$ cat config.mk
export PLATFORM = sky130hd
export DESIGN_NAME = ordered_list_insert_search_core_flat
export DESIGN_NICKNAME = d
export VERILOG_FILES = /design/src/design/olis_pkg.sv /design/src/design/olis_if.sv /design/src/design/ordered_list_insert_search_core.sv /design/src/design/olis_cell.sv /design/src/flat_wrapper.sv
export SDC_FILE = /design/constraint.sdc
export NUM_CORES = 1
export LEC_CHECK = 0
export ABC_CLOCK_PERIOD_IN_PS = 6600
export BUFFER_PORTS_ARGS = -buffer_cell sky130_fd_sc_hd__buf_2
export CAP_MARGIN = 25
export CORE_MARGIN = 3
export CORE_UTILIZATION = 60
export CTS_CLUSTER_SIZE = 10
export DETAILED_ROUTE_END_ITERATION = 6
export PLACE_DENSITY = 0.77
export SLEW_MARGIN = 20
export SYNTH_ARGS = -nofsm -noshare
export SYNTH_HDL_FRONTEND = slang
export SYNTH_SLANG_ARGS = --single-unit
$ cat constraint.sdc
create_clock -name i_clk -period 6.6 [get_ports i_clk]
set_input_delay 0.33 -clock i_clk [delete_from_list [all_inputs] [get_ports i_clk]]
set_output_delay 0.33 -clock i_clk [all_outputs]
set_load 0.01 [all_outputs]
$ cat src/design/olis_pkg.sv
// Package with the shared constants, codes and types of the ordered list block.
`default_nettype none

package olis_pkg;

    // Field widths of the command and result words.
    localparam int CMD_W  = 2;
    localparam int VAL_W  = 32;
    localparam int POS_W  = 5;
    localparam int STAT_W = 2;

    // Default list depth.
    localparam int DEFAULT_MAX_ENTRIES = 16;

    // Number of match flags examined per cycle during a search scan.
    localparam int SCAN_LANES = 8;

    // Command codes.
    localparam logic [CMD_W-1:0] CMD_FRONT  = 2'd0;
    localparam logic [CMD_W-1:0] CMD_END    = 2'd1;
    localparam logic [CMD_W-1:0] CMD_AT     = 2'd2;
    localparam logic [CMD_W-1:0] CMD_SEARCH = 2'd3;

    // Status codes.
    localparam logic [STAT_W-1:0] ST_OK   = 2'd0;
    localparam logic [STAT_W-1:0] ST_FULL = 2'd1;
    localparam logic [STAT_W-1:0] ST_MISS = 2'd2;

    // Control broadcast from the sequencer to every cell of the chain.
    typedef struct packed {
        logic              insert;
        logic              search;
        logic [VAL_W-1:0]  value;
    } t_cell_ctrl;

endpackage

`default_nettype wire

$ cat src/design/olis_if.sv
// Valid/ready channel interfaces for command words and result words.
`default_nettype none

interface olis_cmd_if;
    logic                               valid;
    logic                               ready;
    logic [olis_pkg::CMD_W-1:0]         command;
    logic signed [olis_pkg::VAL_W-1:0]  value;
    logic [olis_pkg::POS_W-1:0]         position;

    modport source (output valid, output command, output value, output position,
                    input ready);
    modport sink   (input valid, input command, input value, input position,
                    output ready);
endinterface

interface olis_res_if;
    logic                               valid;
    logic                               ready;
    logic [olis_pkg::POS_W-1:0]         found_position;
    logic [olis_pkg::STAT_W-1:0]        status;
    logic [olis_pkg::POS_W-1:0]         entry_count;

    modport source (output valid, output found_position, output status,
                    output entry_count, input ready);
    modport sink   (input valid, input found_position, input status,
                    input entry_count, output ready);
endinterface

`default_nettype wire

$ cat src/design/ordered_list_insert_search_core.sv
// Top level of the ordered list block: command sequencer, result register and cell chain.
//
// Usage: command words arrive on i_cmd (valid/ready) and one result word per command
// leaves on o_res (valid/ready). The list holds up to MAX_ENTRIES signed 32-bit
// entries in a chain of cells, one entry per cell.
// An insert word shifts the cells behind the insert slot by one place;
// its result is registered at the accepting edge and is visible in the cycle after acceptance.
// A search word latches a match flag in every cell, then the sequencer scans the
// flags SCAN_LANES at a time, one group per cycle, and stops at the first hit.
// A search ends at the first group with a hit, or with a miss after the last group.
// Inserts sustain one word per cycle while the receiver keeps taking the results.
// Only one command is in work at a time; a new word is taken while the previous
// result waits in the output register, provided that register is freed that cycle.
// When the receiver stalls, the result stays in the output register and the block
// stops taking command words until it is taken.
// Reset empties the list and clears the output valid; entry contents are not cleared.
`default_nettype none

module ordered_list_insert_search_core #(
    parameter int MAX_ENTRIES = olis_pkg::DEFAULT_MAX_ENTRIES
) (
    input  wire        i_clk,
    input  wire        i_rst_n,
    olis_cmd_if.sink   i_cmd,
    olis_res_if.source o_res
);

    localparam int IW     = $clog2(MAX_ENTRIES);
    localparam int CW     = $clog2(MAX_ENTRIES + 1);
    localparam int PW     = (CW > olis_pkg::POS_W) ? CW : olis_pkg::POS_W;
    localparam int LANES  = olis_pkg::SCAN_LANES;
    localparam int LB     = $clog2(LANES);
    localparam int NCHUNK = (MAX_ENTRIES + LANES - 1) / LANES;
    localparam int CHW    = (NCHUNK > 1) ? $clog2(NCHUNK) : 1;
    localparam int HW     = CHW + LB + 1;

    localparam logic S_IDLE = 1'b0;
    localparam logic S_SCAN = 1'b1;

    // Sequencer and result registers.
    logic                          r_state, n_state;
    logic [CW-1:0]                 r_count, n_count;
    logic [CHW-1:0]                r_chunk, n_chunk;
    logic                          r_ovalid, n_ovalid;
    logic [olis_pkg::POS_W-1:0]    r_fpos, n_fpos;
    logic [olis_pkg::STAT_W-1:0]   r_stat, n_stat;
    logic [olis_pkg::POS_W-1:0]    r_ecnt, n_ecnt;

    // Chain signals.
    olis_pkg::t_cell_ctrl          w_ctrl;
    logic [IW-1:0]                 w_ins_idx;
    logic [olis_pkg::VAL_W-1:0]    w_value [MAX_ENTRIES];
    logic [MAX_ENTRIES-1:0]        w_match;
    logic [NCHUNK*LANES-1:0]       w_match_pad;
    logic [LANES-1:0]              w_lane;

    logic                          w_ready;
    logic                          w_accept;
    logic                          w_out_free;
    logic                          w_full;
    logic [PW-1:0]                 w_cnt_p;
    logic [PW-1:0]                 w_pos_p;
    logic [PW-1:0]                 w_idx_p;
    logic                          w_hit;
    logic [LB-1:0]                 w_hit_bit;
    logic [HW-1:0]                 w_hit_pos;
    logic                          w_last;

    assign w_out_free = !r_ovalid || o_res.ready;
    assign w_ready    = i_rst_n && (r_state == S_IDLE) && w_out_free;
    assign w_accept   = i_cmd.valid && w_ready;
    assign w_full     = (r_count == CW'(MAX_ENTRIES));
    assign w_cnt_p    = PW'(r_count);
    assign w_pos_p    = PW'(i_cmd.position);

    // Insert slot: front, end, or the clamped 1-based position.
    always_comb begin
        case (i_cmd.command)
            olis_pkg::CMD_FRONT: w_idx_p = '0;
            olis_pkg::CMD_END:   w_idx_p = w_cnt_p;
            default: begin
                if (w_pos_p <= PW'(1)) begin
                    w_idx_p = '0;
                end else if (w_pos_p > w_cnt_p) begin
                    w_idx_p = w_cnt_p;
                end else begin
                    w_idx_p = w_pos_p - PW'(1);
                end
            end
        endcase
    end

    assign w_ins_idx = w_idx_p[IW-1:0];

    // Broadcast control to the chain.
    always_comb begin
        w_ctrl.value  = i_cmd.value;
        w_ctrl.search = w_accept && (i_cmd.command == olis_pkg::CMD_SEARCH);
        w_ctrl.insert = w_accept && (i_cmd.command != olis_pkg::CMD_SEARCH) && !w_full;
    end

    // Chain of cells; cell zero sees the new value as its neighbor.
    genvar g;
    generate
        for (g = 0; g < MAX_ENTRIES; g++) begin : g_cell
            logic [olis_pkg::VAL_W-1:0] w_prev;
            if (g == 0) begin : g_head
                assign w_prev = i_cmd.value;
            end else begin : g_body
                assign w_prev = w_value[g-1];
            end
            olis_cell #(
                .MAX_ENTRIES (MAX_ENTRIES),
                .INDEX       (g)
            ) u_cell (
                .i_clk        (i_clk),
                .i_ctrl       (w_ctrl),
                .i_ins_idx    (w_ins_idx),
                .i_count      (r_count),
                .i_prev_value (w_prev),
                .o_value      (w_value[g]),
                .o_match      (w_match[g])
            );
        end
    endgenerate

    // First match within the current group of match flags.
    assign w_match_pad = (NCHUNK*LANES)'(w_match);
    assign w_lane      = w_match_pad[r_chunk*LANES +: LANES];

    always_comb begin
        w_hit     = 1'b0;
        w_hit_bit = '0;
        for (int b = LANES - 1; b >= 0; b--) begin
            if (w_lane[b]) begin
                w_hit     = 1'b1;
                w_hit_bit = LB'(b);
            end
        end
    end

    assign w_hit_pos = {1'b0, r_chunk, w_hit_bit} + HW'(1);
    assign w_last    = (r_chunk == CHW'(NCHUNK - 1));

    // Sequencer next state.
    always_comb begin
        n_state  = r_state;
        n_count  = r_count;
        n_chunk  = r_chunk;
        n_ovalid = r_ovalid;
        n_fpos   = r_fpos;
        n_stat   = r_stat;
        n_ecnt   = r_ecnt;

        if (o_res.ready) begin
            n_ovalid = 1'b0;
        end

        case (r_state)
            S_IDLE: begin
                if (w_accept) begin
                    if (i_cmd.command == olis_pkg::CMD_SEARCH) begin
                        n_state = S_SCAN;
                        n_chunk = '0;
                    end else if (w_full) begin
                        n_ovalid = 1'b1;
                        n_fpos   = '0;
                        n_stat   = olis_pkg::ST_FULL;
                        n_ecnt   = olis_pkg::POS_W'(r_count);
                    end else begin
                        n_count  = r_count + CW'(1);
                        n_ovalid = 1'b1;
                        n_fpos   = olis_pkg::POS_W'(w_idx_p + PW'(1));
                        n_stat   = olis_pkg::ST_OK;
                        n_ecnt   = olis_pkg::POS_W'(r_count + CW'(1));
                    end
                end
            end
            S_SCAN: begin
                if (w_hit || w_last) begin
                    if (w_out_free) begin
                        n_state  = S_IDLE;
                        n_ovalid = 1'b1;
                        n_fpos   = w_hit ? olis_pkg::POS_W'(w_hit_pos) : '0;
                        n_stat   = w_hit ? olis_pkg::ST_OK : olis_pkg::ST_MISS;
                        n_ecnt   = olis_pkg::POS_W'(r_count);
                    end
                end else begin
                    n_chunk = r_chunk + CHW'(1);
                end
            end
            default: begin
                n_state = S_IDLE;
            end
        endcase
    end

    // Control registers.
    always_ff @(posedge i_clk) begin
        if (!i_rst_n) begin
            r_state  <= S_IDLE;
            r_count  <= '0;
            r_chunk  <= '0;
            r_ovalid <= 1'b0;
        end else begin
            r_state  <= n_state;
            r_count  <= n_count;
            r_chunk  <= n_chunk;
            r_ovalid <= n_ovalid;
        end
    end

    // Result payload registers.
    always_ff @(posedge i_clk) begin
        r_fpos <= n_fpos;
        r_stat <= n_stat;
        r_ecnt <= n_ecnt;
    end

    assign i_cmd.ready          = w_ready;
    assign o_res.valid          = r_ovalid;
    assign o_res.found_position = r_fpos;
    assign o_res.status         = r_stat;
    assign o_res.entry_count    = r_ecnt;

endmodule

`default_nettype wire

$ cat src/design/olis_cell.sv
// One cell of the list chain: holds one entry, shifts on insert, compares on search.
`default_nettype none

module olis_cell #(
    parameter int MAX_ENTRIES = olis_pkg::DEFAULT_MAX_ENTRIES,
    parameter int INDEX       = 0
) (
    input  wire                                   i_clk,
    input  wire olis_pkg::t_cell_ctrl             i_ctrl,
    input  wire [$clog2(MAX_ENTRIES)-1:0]         i_ins_idx,
    input  wire [$clog2(MAX_ENTRIES+1)-1:0]       i_count,
    input  wire [olis_pkg::VAL_W-1:0]             i_prev_value,
    output logic [olis_pkg::VAL_W-1:0]            o_value,
    output logic                                  o_match
);

    localparam int IW = $clog2(MAX_ENTRIES);
    localparam int CW = $clog2(MAX_ENTRIES + 1);
    localparam logic [IW-1:0] MY_IDX = IW'(INDEX);
    localparam logic [CW-1:0] MY_CNT = CW'(INDEX);

    logic [olis_pkg::VAL_W-1:0] r_value;
    logic                       r_match;

    // Entries at and behind the insert slot take the neighbor's entry or the new value.
    always_ff @(posedge i_clk) begin
        if (i_ctrl.insert) begin
            if (MY_IDX > i_ins_idx) begin
                r_value <= i_prev_value;
            end else if (MY_IDX == i_ins_idx) begin
                r_value <= i_ctrl.value;
            end
        end
    end

    // A search latches whether this occupied entry equals the key.
    always_ff @(posedge i_clk) begin
        if (i_ctrl.search) begin
            r_match <= (MY_CNT < i_count) && (r_value == i_ctrl.value);
        end
    end

    assign o_value = r_value;
    assign o_match = r_match;

endmodule

`default_nettype wire
$ cat src/flat_wrapper.sv
// flat-port wrapper written by rule: the top's interface ports become plain ports
module ordered_list_insert_search_core_flat 
#(
    parameter int MAX_ENTRIES = olis_pkg::DEFAULT_MAX_ENTRIES
)
  (i_clk, i_rst_n, i_cmd_valid, i_cmd_command, i_cmd_value, i_cmd_position, i_cmd_ready, o_res_valid, o_res_found_position, o_res_status, o_res_entry_count, o_res_ready);
  olis_cmd_if i_cmd_i ();
  olis_res_if o_res_i ();
  input  wire i_clk;
  input  wire i_rst_n;
  input wire logic [$bits(i_cmd_i.valid)-1:0] i_cmd_valid;
  input wire logic [$bits(i_cmd_i.command)-1:0] i_cmd_command;
  input wire logic [$bits(i_cmd_i.value)-1:0] i_cmd_value;
  input wire logic [$bits(i_cmd_i.position)-1:0] i_cmd_position;
  output wire logic [$bits(i_cmd_i.ready)-1:0] i_cmd_ready;
  output wire logic [$bits(o_res_i.valid)-1:0] o_res_valid;
  output wire logic [$bits(o_res_i.found_position)-1:0] o_res_found_position;
  output wire logic [$bits(o_res_i.status)-1:0] o_res_status;
  output wire logic [$bits(o_res_i.entry_count)-1:0] o_res_entry_count;
  input wire logic [$bits(o_res_i.ready)-1:0] o_res_ready;
  assign i_cmd_i.valid = i_cmd_valid;
  assign i_cmd_i.command = i_cmd_command;
  assign i_cmd_i.value = i_cmd_value;
  assign i_cmd_i.position = i_cmd_position;
  assign i_cmd_ready = i_cmd_i.ready;
  assign o_res_valid = o_res_i.valid;
  assign o_res_found_position = o_res_i.found_position;
  assign o_res_status = o_res_i.status;
  assign o_res_entry_count = o_res_i.entry_count;
  assign o_res_i.ready = o_res_ready;
  ordered_list_insert_search_core #(.MAX_ENTRIES(MAX_ENTRIES)) u_core (.i_clk(i_clk), .i_rst_n(i_rst_n), .i_cmd(i_cmd_i), .o_res(o_res_i));
endmodule
==> run_results.csv, run 1 <==
group,metric,value,unit
timing,max-slew-margin-rel,18.26,%
timing,final.setup.worst_slack,1.723,ns
synth,synthAdderAreaFrac,0.5928,%
routing,vias_per_cell,6.206,
die,die_area,0.05195,mm^2
synth,synthMuxAreaShare,17.11,%
cts,cts_hold_buf,0,
die,fp.dieW,227.9,um
critical_path,path_delay_family,"simple AND/OR/NAND/NOR gates",
synth,syn_nets,2232,
synth,synth_area,0.02955,mm^2
routing,dr.first_iter.drc_count,1913,
placed_design,dpl.hpwl,53610,um
layout,fin_area,0.03220,mm^2
layout,num-fill-cells,3427,
critical_path,cp.depth,10,
die,rows,80,
timing,finalSetupViolCount,0,
grt,grt_util_all_layers,29.20,%
placed_design,gp_congestion,0.9408,
cts,cts_buffer_depth,3,
timing,hold_violations,0,
critical_path,cp-start-kind,"flop",
synth,synth_edf_count,540,
critical_path,path_buf_inv,2,
min_path,whs_path_depth,2,
timing,fin_crit_sh,73.89,%
layout,fin_cells,2861,
timing,period_needed,4.877,ns
synth,synth_top_family_by_area,"multiplexers",
timing,tns,0,ns
grt,gr-total-overflow,0,
min_path,hp-class,"in2reg",
synth,synthTopCellsByArea,"edfxtp_1 55%, mux2_2 14%, xor2_1 8.4%",
timing,report.final.slew_viol_count,0,
critical_path,critPathCaptureType,"flop",
placed_design,numPortBuffers,56,
cts,cts_tree,"yes",
critical_path,crit_path_max_fanout,42,
timing,timing.hold.ws,0.04092,ns
cts,htreeDepth,2,
synth,seq_area_frac_synth,55.42,%
synth,ys_async_sr_fraction,0,%
pwr,p_leak,10.76,nW
critical_path,cp.required,6.97,ns
timing,tightest_slew,1.195,ns
status,status,"finished, final reports clean",
routing,drcViolationCount,0,
synth,yosysTopAreaCellShare,54.88,%
layout,post-route-util,66.89,%
die,initial_core_util,61.37,%
synth,synth-simple-area-share,6.360,%
routing,dr.pass1.iters,7,
job,cap_violations,0,
cts,cts_made_buffers,61,
synth,postSynthAreaPerCell,13.59,um^2
critical_path,slowest_delay,0.90,ns
critical_path,critical_path_class,"reg2reg",
critical_path,worstRegToRegCells,10,
layout,fin_nets,2231,
die,io-pin-count,57,
pwr,ir_drop,0.0002187,V
grt,grt_pass1_vias,17929,
synth,postSynthCellCount,2175,
cts,clk_pin_slew_worst_paths,0.06,ns
placed_design,place_ws,1.847,ns
synth,ys_ff_latch,548,
synth,synth.distinct_cells,57,
timing,finClkSkew,0.02600,ns
cts,cts_resized,0,
grt,grt_pass1_wl,114800,um
cts,clkLatencyLatePin,0.63,ns
routing,postRouteAntennaNets,0,
cts,cts_setup_buffers,0,
critical_path,cp_cell_sequence,"inv_1, ha_1, nand4_1, or2_1, a32o_1, a2bb2oi_4, buf_4, nand2_4, nor2_4, mux2_2",
critical_path,cp.arrival,5.25,ns
timing,max_freq,205.1,MHz
routing,detail_route.wl_per_cell,26.86,um
routing,vias,17755,
placed_design,place_area,0.03041,mm^2
grt,antenna_found_initial,6,
layout,drive_gt1_share,26.86,%
synth,synth_top_area_cell,"edfxtp_1",
grt,grt_start_max_net_pins,43,
cts,root_buffer,"clkbuf_16",
die,dieHeight,227.9,um
die,core_area,0.04815,mm^2
routing,wl,76860,um
layout,area_growth_syn_to_layout,8.990,%
timing,grt_setup_unrepaired,"false",
synth,synthXorXnorAreaFrac,15.47,%
pwr,finalPower,8.136,mW
placed_design,dp.cells,2762,
synth,synth-compound-area-share,1.948,%
critical_path,cpMaxStageDelayCell,"nor2_4",
synth,synthFlopType,"edfxtp_1",
pwr,p_per_area,252.6,mW/mm^2
synth,yosysWarnings,0,
cts,clock_sinks,548,
## logic make-up (layout without fill, tap and decap cells)
group,Yosys count,count (layout)
AOI/OAI and AO/OA,75,75
xor gates and xnor gates,522,522
adders and majority gates,14,14
buffers and inverters,208,237
DFF,548,548
muxes,449,449
other,0,1
and+or+nand+nor,359,359
## cells in the final DEF (no fill, tap or decap), types with 56 or more instances in the layout
cell type,n
buf_2,56
clkbuf_16,63
buf_4,62
nand2_1,112
edfxtp_1,540
nand4_1,71
mux2_2,367
xnor2_1,240
nor4_1,78
xor2_1,282
mux2_1,82
## final timing paths
kind / start / endpoint / slack, ns
max reg2reg: u_core.r_count[2]$_SDFFE_PN0P_ / u_core.g_cell[1].u_cell.o_value[13]$_DFFE_PP_ / 1.72
max: u_core.r_count[2]$_SDFFE_PN0P_ / u_core.g_cell[1].u_cell.o_value[13]$_DFFE_PP_ / 1.72
min reg2reg: u_core.g_cell[11].u_cell.o_value[23]$_DFFE_PP_ / u_core.g_cell[12].u_cell.o_value[23]$_DFFE_PP_ / 0.57
min: i_rst_n / u_core.o_res.valid$_SDFF_PN0_ / 0.04
## layout make-up
type | instances | area [um^2] | share of cell area (%)
antenna | 1 | 2.502 | 0.007770
clock buffer | 90 | 1678 | 5.210
clock inverter | 3 | 20.02 | 0.06216
inverter | 20 | 75.07 | 0.2331
multi-input combinational | 1419 | 12350 | 38.33
sequential | 548 | 16380 | 50.85
tap | 656 | 820.8 | 2.549
timing repair buffer | 124 | 887.1 | 2.755
## flip-flops by register name (all words and copies together), names as in the netlist
name and flops:
u_core.r_chunk 1, u_core.o_res.valid 1, u_core.r_count 5, u_core.g_cell.u_cell.o_match 16, u_core.o_res.status 2, u_core.g_cell.u_cell.o_value 512, u_core.o_res.found_position 5, u_core.r_state 1
u_core.o_res.entry_count 5
## where the power goes
| group | internal [mW] | total, mW | switching, mW | leakage [nW] |
|---|---|---|---|---|
| combinational | 0.394 | 0.935 | 0.541 | 4.88 |
| sequential | 4.03 | 4.15 | 0.118 | 5.06 |
| clock | 1.72 | 3.05 | 1.33 | 0.814 |
## synthesized netlist by cell type (all sizes together), types with 10 or more instances
cell type  count
nand3         20
mux2         449
xnor2        240
a21oi         24
nand4         71
buf           88
xor2         282
inv           20
ha            14
edfxtp       540
nor2          30
nand2        115
nor3          18
o21ai         10
nor4          78
clkbuf       100
## layer usage
| layer | share of wire, % | wire (um) | vias to the layer above | GRT usage [%] |
|---|---|---|---|---|
| met4 | 3.6 | 2800 | 6 | 9.609 |
| met1 | 40 | 31130 | 9042 | 38.57 |
| met5 | 0.046 | 35 | - | 0 |
| met2 | 50 | 38050 | 646 | 49.75 |
| li1 | - | - | 7894 | - |
| met3 | 6.3 | 4841 | 167 | 4.628 |
Note: power is estimated with default switching activity, not from simulation.
==> run 2: changes to the inputs <==
- ABC_CLOCK_PERIOD_IN_PS: 6600 -> 4900
- clock period: 6.6 -> 4.9 ns (I/O delays scaled with it)
==> run 2 against run 1 <==
Against the previous run: sequential cell count unchanged; final cell count grew 0.31%; non-clock buffer count is 9 higher; largest power group unchanged; wire length up 0.17%; worst setup slack got worse by 0.94 ns; utilization increased by 0.17 points; sequential power rose by 34%; combinational power grew 36%.
==> run_results.csv, run 2 (synthesis results as in run 1) <==
group,metric,value,unit
layout,layout_common_cells,"540 x edfxtp_1, 367 x mux2_2, 282 x xor2_1, 240 x xnor2_1, 112 x nand2_1",
cts,cts_tree,"yes",
layout,area_growth_syn_to_layout,9.273,%
timing,tightest_slew,1.044,ns
timing,hold_violations,0,
routing,postRouteAntennaNets,0,
job,cap_violations,0,
die,die_area,0.05195,mm^2
die,core_area,0.04815,mm^2
cts,clk_pin_slew_worst_paths,0.06,ns
routing,vias_per_cell,6.203,
layout,antenna_cells,0,
grt,antenna_found_initial,6,
die,fp.dieW,227.9,um
critical_path,crit_start,"u_core.r_count[4]$_SDFFE_PN0P_",
layout,final_common_cell,"edfxtp_1",
grt,grt_pass1_wl,116200,um
grt,gr-total-overflow,0,
pwr,p_leak,10.81,nW
grt,grt_util_all_layers,29.41,%
cts,cts_made_buffers,61,
die,initial_core_util,61.37,%
timing,tns,0,ns
layout,fin_nets,2240,
pwr,ir_drop,0.0003992,V
layout,fin_cells,2870,
die,dieHeight,227.9,um
timing,period_needed,4.113,ns
cts,root_buffer,"clkbuf_16",
layout,num-fill-cells,3435,
critical_path,worstRegToRegCells,10,
critical_path,crit_path_end,"u_core.g_cell[14].u_cell.o_value[2]$_DFFE_PP_",
timing,max_freq,243.1,MHz
min_path,hp-class,"in2reg",
routing,detail_route.wl_per_cell,26.83,um
pwr,finalPower,10.98,mW
critical_path,critPathCaptureType,"flop",
routing,vias,17804,
cts,cts_hold_buf,4,
critical_path,critical_path_class,"reg2reg",
critical_path,reg2reg_from,"u_core.r_count[4]$_SDFFE_PN0P_",
timing,fin_crit_sh,83.93,%
timing,finalSetupViolCount,0,
pwr,p_per_area,340.1,mW/mm^2
routing,drcViolationCount,0,
critical_path,cp.arrival,4.47,ns
cts,htreeDepth,2,
critical_path,crit_path_max_fanout,34,
grt,grt_pass1_vias,18282,
placed_design,dp.cells,2768,
placed_design,numPortBuffers,56,
cts,cts_buffer_depth,3,
placed_design,place_ws,0.8604,ns
critical_path,regToRegEndpoint,"u_core.g_cell[14].u_cell.o_value[2]$_DFFE_PP_",
die,rows,80,
routing,dr.first_iter.drc_count,1696,
critical_path,ff2ff_setup_slack,0.79,ns
routing,wl,76990,um
cts,clkLatencyLatePin,0.63,ns
layout,drive_gt1_share,26.96,%
cts,cts_resized,0,
critical_path,cp-start-kind,"flop",
cts,cts_setup_buffers,0,
grt,grt_start_max_net_pins,40,
critical_path,cp.required,5.26,ns
timing,report.final.slew_viol_count,0,
layout,largest_reg_flops,512,
routing,dr.pass1.iters,6,
timing,final.setup.worst_slack,0.7872,ns
placed_design,gp_congestion,0.8930,
die,io-pin-count,57,
cts,clock_sinks,548,
timing,grt_setup_unrepaired,"false",
placed_design,dpl.hpwl,54760,um
timing,finClkSkew,0.02504,ns
status,status,"finished, final reports clean",
timing,max-slew-margin-rel,30.23,%
[run 2: cell types whose count changed in the layout (fill, tap and decap cells not counted), sizes merged]
cell         change
buf              +5
dlygate4sd3      +4
clkbuf           +2
clkinv           +1
clkinvlp         -1
diode            -1
inv              -1
[run 2: power breakdown]
group	switching, mW	internal (mW)	leakage (nW)
clock network	1.79	2.34	0.823
logic	0.738	0.534	4.92
registers	0.152	5.43	5.06
total	2.68	8.30	10.8
[run 2: worst min path at each step]
| stage | startpoint | to | slack [ns] | cells after the start |
|---|---|---|---|---|
| 2_1_floorplan | i_cmd_value[0] | u_core.g_cell[0].u_cell.o_value[0]$_DFFE_PP_ | 0.34 | 0 |
| 3_3_place_gp | u_core.g_cell[11].u_cell.o_value[3]$_DFFE_PP_ | u_core.g_cell[12].u_cell.o_value[3]$_DFFE_PP_ | 0.55 | 2 |
| 3_5_place_dp | u_core.g_cell[5].u_cell.o_value[27]$_DFFE_PP_ | u_core.g_cell[6].u_cell.o_value[27]$_DFFE_PP_ | 0.57 | 1 |
| 4_1_cts | i_cmd_value[29] | u_core.g_cell[0].u_cell.o_value[29]$_DFFE_PP_ | 0.006 | 1 |
| 5_1_grt | i_cmd_value[29] | u_core.g_cell[0].u_cell.o_value[29]$_DFFE_PP_ | 0.03 | 1 |
| 6_report | i_cmd_value[29] | u_core.g_cell[0].u_cell.o_value[29]$_DFFE_PP_ | 0.04 | 1 |
[run 2: final cells by class]
cell class	count	area, um^2	area share, %
clock inverter	2	12.51	0.03875
tap	656	820.8	2.542
sequential	548	16380	50.72
multi-input combinational	1419	12350	38.24
inverter	20	75.07	0.2325
timing repair buffer	133	962.2	2.980
clock buffer	92	1695	5.251
[run 2: per-stage QoR]
stage	util [%]	area, um^2	hold WS [ns]
global route	67.06	32290	0.03449
CTS	66.83	32180	0.005610
global placement	63.14	30400	0.5540
finish	67.06	32290	0.03874
detailed placement	63.20	30430	0.5694
floorplan	-	29560	0.3439
[run 2: per-layer routing]
layer / share of wire (%) / wire length, um / GRT usage, %
met5: 0.070 / 54 / 0
met1: 40 / 30830 / 37.93
met4: 4.3 / 3293 / 11.48
met2: 50 / 38240 / 50.68
met3: 5.9 / 4566 / 4.067
[run 2: critical path, stage by stage (launching register included)]
cell and delay (ns):
dfxtp_1 0.33, inv_1 0.13, ha_1 0.35, nand4_1 0.13
o221ai_1 0.24, a32o_1 0.59, o2bb2ai_2 0.40, nand2_2 0.56
nor2_2 0.24, buf_4 0.43, mux2_2 0.40
